### src/iosh_pkg.sv
`timescale 1ns / 1ps
// ---------------------------------------------------------------------------
// iosh_pkg
// Types and constants shared by the I/O size histogram table.
// ---------------------------------------------------------------------------
package iosh_pkg;

   localparam int BUCKETS  = 5;
   localparam int BUCKET_W = 3;
   localparam int SLOT_W   = 6;

   localparam logic [1:0] STATUS_RECORDED = 2'd0;
   localparam logic [1:0] STATUS_FULL     = 2'd1;
   localparam logic [1:0] STATUS_IGNORED  = 2'd2;
   localparam logic [1:0] STATUS_CLEARED  = 2'd3;

   localparam logic [1:0] DEV_EMMC = 2'd0;
   localparam logic [1:0] DEV_SD   = 2'd1;
   localparam logic [1:0] DEV_FUSE = 2'd2;

   localparam logic [1:0] KIND_RECORD = 2'd0;
   localparam logic [1:0] KIND_IGNORE = 2'd1;
   localparam logic [1:0] KIND_CLEAR  = 2'd2;

   localparam logic [1:0] CSR_LIMIT_SMALL  = 2'd0;
   localparam logic [1:0] CSR_LIMIT_PAGE   = 2'd1;
   localparam logic [1:0] CSR_LIMIT_MEDIUM = 2'd2;
   localparam logic [1:0] CSR_LIMIT_LARGE  = 2'd3;

   localparam logic [31:0] RESET_LIMIT_SMALL  = 32'd1024;
   localparam logic [31:0] RESET_LIMIT_PAGE   = 32'd4096;
   localparam logic [31:0] RESET_LIMIT_MEDIUM = 32'd131072;
   localparam logic [31:0] RESET_LIMIT_LARGE  = 32'd524288;

   typedef struct packed {
      logic        req_type;
      logic        is_write;
      logic [31:0] byte_count;
      logic [31:0] elapsed_ticks;
      logic [63:0] task_key;
      logic [21:0] task_id;
      logic        via_fuse;
      logic        has_disk;
      logic        primary_disk;
   } req_item_type;

   typedef struct packed {
      logic [1:0]          status;
      logic [SLOT_W-1:0]   slot;
      logic [BUCKET_W-1:0] bucket;
      logic                new_entry;
      logic [31:0]         bucket_count;
      logic [31:0]         bucket_bytes;
      logic [31:0]         total_time;
      logic [31:0]         full_errors;
   } rsp_item_type;

   typedef struct packed {
      logic [1:0]          kind;
      logic [1:0]          dev;
      logic [BUCKET_W-1:0] bucket;
      logic                is_write;
      logic [31:0]         byte_count;
      logic [31:0]         elapsed_ticks;
      logic [63:0]         task_key;
      logic [21:0]         task_id;
   } work_item_type;

endpackage

### src/iosh_front.sv
`timescale 1ns / 1ps
// ---------------------------------------------------------------------------
// iosh_front
// Accepts request beats, resolves device and size bucket, and queues the
// classified work for the back end in a two-entry queue.
// ---------------------------------------------------------------------------
module iosh_front #(
   parameter int DEVICES = 3
) (
   input  logic                   clock,
   input  logic                   reset,
   input  logic                   req_valid,
   output logic                   req_stall,
   input  iosh_pkg::req_item_type req_data,
   input  logic                   csr_valid,
   input  logic [1:0]             csr_index,
   input  logic [31:0]            csr_data,
   input  logic                   pop,
   output logic                   q_valid,
   output iosh_pkg::work_item_type q_data
);

   logic [31:0] limit_small_ff, limit_page_ff, limit_medium_ff, limit_large_ff;
   iosh_pkg::work_item_type q_mem_ff [2];
   logic                    wr_ptr_ff, rd_ptr_ff;
   logic [1:0]              count_ff;
   iosh_pkg::work_item_type item;
   logic                    push;

   always_ff @(posedge clock) begin
      if (reset) begin
         limit_small_ff  <= iosh_pkg::RESET_LIMIT_SMALL;
         limit_page_ff   <= iosh_pkg::RESET_LIMIT_PAGE;
         limit_medium_ff <= iosh_pkg::RESET_LIMIT_MEDIUM;
         limit_large_ff  <= iosh_pkg::RESET_LIMIT_LARGE;
      end else if (csr_valid) begin
         unique case (csr_index)
            iosh_pkg::CSR_LIMIT_SMALL:  limit_small_ff  <= csr_data;
            iosh_pkg::CSR_LIMIT_PAGE:   limit_page_ff   <= csr_data;
            iosh_pkg::CSR_LIMIT_MEDIUM: limit_medium_ff <= csr_data;
            iosh_pkg::CSR_LIMIT_LARGE:  limit_large_ff  <= csr_data;
            default: ;
         endcase
      end
   end

   always_comb begin
      item               = '0;
      item.is_write      = req_data.is_write;
      item.byte_count    = req_data.byte_count;
      item.elapsed_ticks = req_data.elapsed_ticks;
      item.task_key      = req_data.task_key;
      item.task_id       = req_data.task_id;
      if (req_data.via_fuse) begin
         item.dev = iosh_pkg::DEV_FUSE;
      end else if (req_data.primary_disk) begin
         item.dev = iosh_pkg::DEV_EMMC;
      end else begin
         item.dev = iosh_pkg::DEV_SD;
      end
      priority if (req_data.req_type) begin
         item.kind = iosh_pkg::KIND_CLEAR;
      end else if (!req_data.via_fuse && !req_data.has_disk) begin
         item.kind = iosh_pkg::KIND_IGNORE;
      end else if (32'(item.dev) >= 32'(DEVICES)) begin
         item.kind = iosh_pkg::KIND_IGNORE;
      end else begin
         item.kind = iosh_pkg::KIND_RECORD;
      end
      priority if (req_data.byte_count <= limit_small_ff) begin
         item.bucket = 3'd0;
      end else if (req_data.byte_count <= limit_page_ff) begin
         item.bucket = 3'd1;
      end else if (req_data.byte_count <= limit_medium_ff) begin
         item.bucket = 3'd2;
      end else if (req_data.byte_count <= limit_large_ff) begin
         item.bucket = 3'd3;
      end else begin
         item.bucket = 3'd4;
      end
   end

   assign req_stall = (count_ff == 2'd2);
   assign push      = req_valid && !req_stall;
   assign q_valid   = (count_ff != 2'd0);
   assign q_data    = q_mem_ff[rd_ptr_ff];

   always_ff @(posedge clock) begin
      if (push) begin
         q_mem_ff[wr_ptr_ff] <= item;
      end
   end

   always_ff @(posedge clock) begin
      if (reset) begin
         wr_ptr_ff <= 1'b0;
         rd_ptr_ff <= 1'b0;
         count_ff  <= 2'd0;
      end else begin
         if (push) begin
            wr_ptr_ff <= ~wr_ptr_ff;
         end
         if (pop) begin
            rd_ptr_ff <= ~rd_ptr_ff;
         end
         count_ff <= count_ff + 2'(push) - 2'(pop);
      end
   end

endmodule

### config.mk
export PLATFORM = sky130hd
export DESIGN_NAME = iosh_front
export DESIGN_NICKNAME = d
export VERILOG_FILES = /design/src/iosh_pkg.sv /design/src/iosh_front.sv
export SDC_FILE = /design/constraint.sdc
export NUM_CORES = 1
export LEC_CHECK = 0
export BUFFER_PORTS_ARGS = -buffer_cell sky130_fd_sc_hd__buf_2
export CAP_MARGIN = 0
export CORE_MARGIN = 4
export CORE_UTILIZATION = 57
export CTS_BUF_LIST = sky130_fd_sc_hd__clkbuf_4
export CTS_CLUSTER_DIAMETER = 100
export DETAILED_ROUTE_END_ITERATION = 10
export PLACE_DENSITY = 0.79
export SLEW_MARGIN = 0
export SYNTH_ARGS = -nofsm -noshare
export SYNTH_HDL_FRONTEND = slang
export SYNTH_SLANG_ARGS = --single-unit
export TNS_END_PERCENT = 5
### constraint.sdc
create_clock -name clock -period 24.6 [get_ports clock]
set_clock_uncertainty 0.15 [all_clocks]
set_input_delay 0 -clock clock [delete_from_list [all_inputs] [get_ports clock]]
set_output_delay 0 -clock clock [all_outputs]
set_load 0.02 [all_outputs]
After elaboration in Yosys (flattened, before gate mapping)
Memories as Yosys holds them, arrays and structs flattened. A register that Yosys moved wholly into a read port is not among the register bits.
Index checks and enable logic that the tools add are counted.
Storage, ports and cells
  register bits after elaboration: 132
  RAM bits: 316
  bits of input ports: 194
  output and inout bits: 160
  logic and storage cells: 45
  memories: 1
Operators by class
  $add $sub $neg: 2
  magnitude comparators: 5
  eq/ne operators: 4
  muxes and demuxes: 13
  bitwise logic cells: 2
  reductions and logical operators: 11
Memories
  q_mem_ff: depth 2, bits a word 158, rd ports 1, clocked after Yosys merged registers in 1, wr ports 1, line iosh_front.sv:24  | iosh_pkg::work_item_type q_mem_ff [2];
Operators by type and width (number)
  32-bit <= comparator: 4
  3-bit 2-to-1 mux: 4
  2-bit AND reduction: 4
  1-bit 2-to-1 mux: 7
  2-bit == test (second input constant): 3
  2-bit 2-to-1 mux: 2
  1-bit zero test: 3
  2-bit by 1-bit adder with 2-bit output: 1
  2-bit by 1-bit == test with 1-bit output (second input constant): 1
  2-bit >= comparator (second input constant): 1
  1-bit logical AND: 2
  2-bit zero test: 1
  1-bit NOT: 2
  2-bit nonzero test: 1
  2-bit by 1-bit subtractor with 2-bit output: 1

Longest topological paths before layout
Gate-level depths: netlist of run 1.
  word-level depth: 6
  depth in mapped cells: 9
  mapped depth without buffers: 9

Worst setup path after synthesis of run 1
Ideal clock, no wire load.
  kind: register to register
  start point: register count_ff[0]
  end point: memory q_mem_ff[0][0] in the netlist's numbering, enable pin
  library setup time: 0.678 ns
  arrival: 7.111 ns
  required time: 23.772 ns
  path slack: 16.661 ns
  stages on the path, launching flop included: 4
  path buffers: 0
  period minus slack after synthesis: 7.939 ns
  path through: dfxtp_1 > nand2b_1 > nand2_1 > nor2_1
On the way
  longest elaborated chain between the ends: 5
Ends and longest elaborated chain
  start: declaration: line iosh_front.sv:26  | logic [1:0] count_ff;
  start signal: assignment: line iosh_front.sv:106  | count_ff <= count_ff + 2'(push) - 2'(pop);
  2-bit == test: line iosh_front.sv:83  | assign req_stall = (count_ff == 2'd2);
  1-bit zero test: line iosh_front.sv:84  | assign push = req_valid && !req_stall;
  1-bit logical AND: line iosh_front.sv:84
  1-bit 2-to-1 mux: line iosh_front.sv:89  | if (push) begin
  1-bit 2-to-1 mux (not written as such): line iosh_front.sv:90  | q_mem_ff[wr_ptr_ff] <= item;
  end: declaration: line iosh_front.sv:24
Every way passes these cells.

==> results of run 1 <==
==> worst max path at each step <==
stage                      startpoint                to
after floorplan           count_ff[0]    q_mem_ff[0][0]
after global placement    count_ff[0]  q_mem_ff[0][144]
after detailed placement  count_ff[0]  q_mem_ff[0][147]
after CTS                   flip-flop        q_data[20]
after global routing        flip-flop        q_data[20]
final                       flip-flop        q_data[19]
==> metal layers <==
layer  global-route usage  up-vias  part of all wire
met5                    0        -           0.00020
met4                0.170        2             0.050
met3               0.0880      232             0.094
met2                0.604     1004              0.51
met1                0.384     7705              0.35
li1                     -     7125                 -
==> cells in the mapped netlist, types with 2 or more instances <==
cell / number
a211o_1: 5
a211oi_1: 8
a21o_1: 14
a21oi_1: 166
a221o_1: 4
a221oi_1: 3
and3_1: 2
and4_1: 6
and4_2: 2
buf_1: 4
buf_2: 2
clkbuf_1: 56
dfxtp_1: 133
edfxtp_1: 316
ha_1: 130
inv_1: 130
mux2_2: 158
nand2_1: 277
nand2b_1: 2
nand3_1: 16
nand3b_1: 2
nand4_1: 19
nor2_1: 23
nor2b_1: 6
nor3_1: 4
nor4_1: 3
o21ai_0: 14
o21ai_1: 3
or2_2: 2
or3_1: 2
xnor2_1: 2
xor2_1: 2
==> cell type report <==
type	instances	share of cell area
Antenna cell	8	0.000748
Sequential cell	449	0.454
Inverter	130	0.0182
Timing Repair Buffer	753	0.215
Tap cell	442	0.0207
Multi-Input combinational cell	891	0.237
Clock inverter	38	0.00776
Clock buffer	164	0.0460
==> kinds of logic after synthesis <==
group,count (synthesis)
AO/OA/AOI/OAI,227
XOR/XNOR,4
adder cells (fa/ha/maj),130
buffers and inverters,192
flip-flops,449
multiplexers,158
AND/OR/NAND/NOR,372
==> stage by stage <==
step | area [µm²] | hold slack [ns] | total power [mW]
final | 26800 | 0.0517 | 2.04
after global routing | 26800 | 0.0135 | 2.12
after CTS | 26700 | 0.0121 | 1.97
after detailed placement | 21400 | 0.0417 | 1.30
after global placement | 21400 | 0.0381 | 1.29
after floorplan | 19200 | -0.0511 | 1.19
==> worst max-delay path: cells and delay by family, from the launching register on <==
family / cells / cell delay (ns)
buf+inv: 3 / 1.79
flops: 1 / 0.61
mux: 1 / 0.46
==> state kept, by name, summed over array words and instances (netlist names), named ones only <==
name,flops
count_ff,2
q_mem_ff,316
limit_large_ff,32
limit_small_ff,32
limit_page_ff,32
rd_ptr_ff,1
wr_ptr_ff,1
limit_medium_ff,32
==> cells in the final DEF (no fill, tap or decap), types with 8 or more instances in the layout <==
master / n
dlygate4sd3_1: 388
buf_2: 352
edfxtp_1: 316
nand2_1: 277
a21oi_1: 166
clkbuf_4: 164
mux2_2: 158
dfxtp_1: 132
inv_1: 130
ha_1: 130
clkinv_1: 29
nor2_1: 21
nand4_1: 19
nand3_1: 16
o21ai_0: 14
a21o_1: 14
buf_4: 12
diode_2: 8
a211oi_1: 8
==> power breakdown <==
part	switching, mW	internal, mW	leakage [nW]
Sequential	0.0378	0.918	4.03
Clock	0.341	0.326	0.853
Combinational	0.256	0.163	5.54
Total	0.635	1.41	10.4
==> metrics.txt, run 1 <==
R2R Setup Slk=20.90 ns; ys flop type=edfxtp_1; TritonCTS Buffers=109; Seq/Total Area, Yosys=0.633; startpoint type of the worst setup path=flip-flop; antenna viol nets, final=0; post-route clock period utilization=0.157; Mapped Avg Cell Area=12.5 µm²; RR Endpoint=q_mem_ff[0][141]; Mapped Area=0.0192 mm²; simple-gate share of the synthesized area=0.0826; Core Area=0.0329 mm²; setup ws final=20.74 ns; post-DP HPWL=32.7 mm; drt pass-1 iters=5; Fmax achieved=0.259 GHz; crit path cell chain=buf_4 > buf_4 > mux2_2 > buf_2; via/cell ratio=5.59; post-synthesis compound-gate area fraction=0.0674; clk sinks=449; max incr delay on CP=0.87 ns; Max stage delay cell, worst path=buf_4; Syn-to-layout area delta=39.4%; WHS Endpoint=q_mem_ff[0][132]; fraction of synthesized cell area in xor and xnor cells=0.00183; Layout Cells excl Fill=2875; PD cells=76.3 mW/mm²; vias in the first global route=16700; DRC=0; # Post-CTS Setup Buffers=0; Wirelength per Cell=22.5 µm; hold crit path type=input port to flip-flop; Place WS=21.09 ns; initial core utilization=0.584; ranking of synthesized cells by area=edfxtp_1 49%, dfxtp_1 14%, mux2_2 9.3%; crit-path most repeated cell=buf_4; relative slew slack=0.166; status=finished, final reports clean; die area=0.0367 mm²; WS Path Type=flip-flop to output port; r2r startpoint=count_ff[0]; main combinational cell family by area after synthesis=multiplexers; Worst Path Required=24.45 ns; R2R cell count=5; Die Y=192 µm; Reg clk slew, reported paths=0.08 ns; Max Cap Violations=0; worst hold start=req_data[135]; first-pass GRT wire length=96.2 mm; Max Slew Vio Count=0; final core occ=0.814; mux contribution to synthesized area=0.0927; Worst-Margin Slew=1.25 ns; Setup crit end kind=output port; cell taking the most area after synthesis=edfxtp_1; clock period minus worst slack=3.86 ns; fillers=1785; CTS tree=done; antenna violations before repair=8; VDD IR max=49.2 µV; Post-CTS Resized=0; pin count of the biggest net entering global routing=108; Seq cells post-synth=449; footprint of the multi-input gates=0.00635 mm²; clock root cell=clkbuf_4; final setup fails=0; Worst EP arrival=3.71 ns; num ports=354; Die X=192 µm; RD Place Congestion=0.870; placed cell count=2276; # hold bufs at CTS=389; Port Buffers=353; Leak=10.4 nW; setup TNS=0 ns; global route overflow=0; H-tree Lvls=3; Synth top area share=0.494; Clock Latency Late Sink=0.82 ns; GRT Resource Usage Total=0.342; RSZ-0062 raised after global routing=false; Post-synth EDFFs=316; Hold Violations, Final=0; Rows=66; Starting DRT DRC Count=1495; adder-cell share of the synthesized area=0.0847; total routed wirelength=64.7 mm; vias post-DR=16100; Gate Count Post-Synth=1532; CP max FO=69; library cells used by synthesis=48; Register Area=0.0122 mm²; nets@finish=2658; Bufs on Longest Clock Path=3; syn_nets=1856; ratio of cells with drive above 1 in the final layout=0.294; fraction of registers with async set/reset=0; Min-Delay Path Depth=2; YS warnings=0
(Power assumes the default switching activity.)
==> run 2: changes to the inputs <==
Clock period 24.6 ns to 3.94 ns, I/O delays scaled along.
==> metrics.txt, run 2 (synthesis gave the netlist of run 1 again) <==
status=finished, final reports clean; Hold Violations, Final=0; CTS tree=done; pin count of the biggest net entering global routing=103; hold crit path type=input port to flip-flop; Die Y=192 µm; antenna viol nets, final=0; WHS Endpoint=wr_ptr_ff; Worst EP arrival=2.65 ns; R2R cell count=8; relative slew slack=0.235; Worst Path Required=3.79 ns; R2R Setup Slk=1.24 ns; antenna violations before repair=3; clock root cell=clkbuf_4; GRT Resource Usage Total=0.347; vias in the first global route=16900; DRC=0; drt pass-1 iters=5; Fmax achieved=0.357 GHz; Layout Cells excl Fill=2895; most flop-heavy register=q_mem_ff; setup ws final=1.14 ns; Port Buffers=353; Post-CTS Resized=0; Place WS=1.29 ns; highest-count cells in the layout ignoring fill and taps=401 x dlygate4sd3_1, 352 x buf_2, 316 x edfxtp_1; final setup fails=0; post-DP HPWL=32.1 mm; Die X=192 µm; Max Slew Vio Count=0; Leak=10.6 nW; r2r startpoint=limit_small_ff[31]; Min-Delay Path Depth=5; commonest non-fill, non-tap cell in the layout=dlygate4sd3_1; Largest register FFs=316; via/cell ratio=5.53; nets@finish=2676; clock period minus worst slack=2.80 ns; initial core utilization=0.584; global route overflow=0; CP max FO=38; RR Endpoint=q_mem_ff[0][153]; first-pass GRT wire length=97.5 mm; Starting DRT DRC Count=1344; final core occ=0.822; Worst-Margin Slew=1.15 ns; Bufs on Longest Clock Path=3; PD cells=476 mW/mm²; ratio of cells with drive above 1 in the final layout=0.301; startpoint type of the worst setup path=flip-flop; Syn-to-layout area delta=40.8%; post-route clock period utilization=0.712; TritonCTS Buffers=111; Core Area=0.0329 mm²; WS Path Type=flip-flop to output port; H-tree Lvls=3; RD Place Congestion=0.907; Max Cap Violations=0; Clock Latency Late Sink=0.82 ns; Reg clk slew, reported paths=0.07 ns; num ports=354; Rows=66; clk sinks=449; Setup crit end kind=output port; worst hold start=req_valid; die area=0.0367 mm²; VDD IR max=280 µV; vias post-DR=16000; Wirelength per Cell=22.2 µm; total routed wirelength=64.4 mm; RSZ-0062 raised after global routing=false; placed cell count=2279
==> run 2: per-layer routing <==
layer  GRT usage  vias to the layer above  share of wire
li1            -                     7175              -
met1       0.386                     7702           0.35
met2       0.618                      911           0.51
met3      0.0851                      229          0.088
met4       0.175                        2          0.054
met5           0                        -        0.00025
==> run 2: worst max path at each step <==
stage / from / slack [ns] / cells after the start / end
after CTS: flip-flop / 1.07 / 3 / q_data[40]
after global routing: flip-flop / 1.04 / 3 / q_data[63]
after floorplan: count_ff[0] / -0.87 / 2 / q_mem_ff[1][0]
final: flip-flop / 1.14 / 3 / q_data[69]
after global placement: limit_small_ff[31] / 1.34 / 8 / q_mem_ff[0][153]
after detailed placement: limit_small_ff[31] / 1.29 / 8 / q_mem_ff[1][153]
==> run 2: report_power, final <==
| part | switching, mW | internal (mW) |
|---|---|---|
| clock network | 2.12 | 2.14 |
| logic | 1.62 | 1.05 |
| registers | 0.221 | 5.72 |
| total | 3.96 | 8.91 |
==> run 2: cell type report <==
| cell class | count | area [µm²] |
|---|---|---|
| Multi-Input combinational cell | 891 | 6350 |
| Fill cell | 1728 | 5840 |
| Clock inverter | 23 | 119 |
| Antenna cell | 5 | 12.5 |
| Clock buffer | 186 | 1400 |
| Inverter | 130 | 488 |
| Timing Repair Buffer | 769 | 5960 |
| Sequential cell | 449 | 12200 |
| Tap cell | 442 | 553 |
==> run 2: metrics by stage <==
step                      TNS, ns  hold WS, ns  power, mW  cell area, µm²
after floorplan           -138.15      -0.0511       7.36           19200
after global placement          0       0.0381       8.09           21500
after detailed placement        0       0.0416       8.17           21500
after CTS                       0       0.0399       12.5           27000
after global routing            0        0.142       13.3           27000
final                           0        0.151       12.9           27000
==> run 2: critical path, cell delays in order, from the launching register on <==
cell     delay (ns)
dfxtp_4        0.68
buf_4          0.53
mux2_2         0.44
buf_2          0.17
==> run 2: repair_timing <==
action,CTS,global route
endpoints found under the setup margin,0,0
hold endpoints to repair,765,0
setup buffers,0,0
hold buffers,402,0
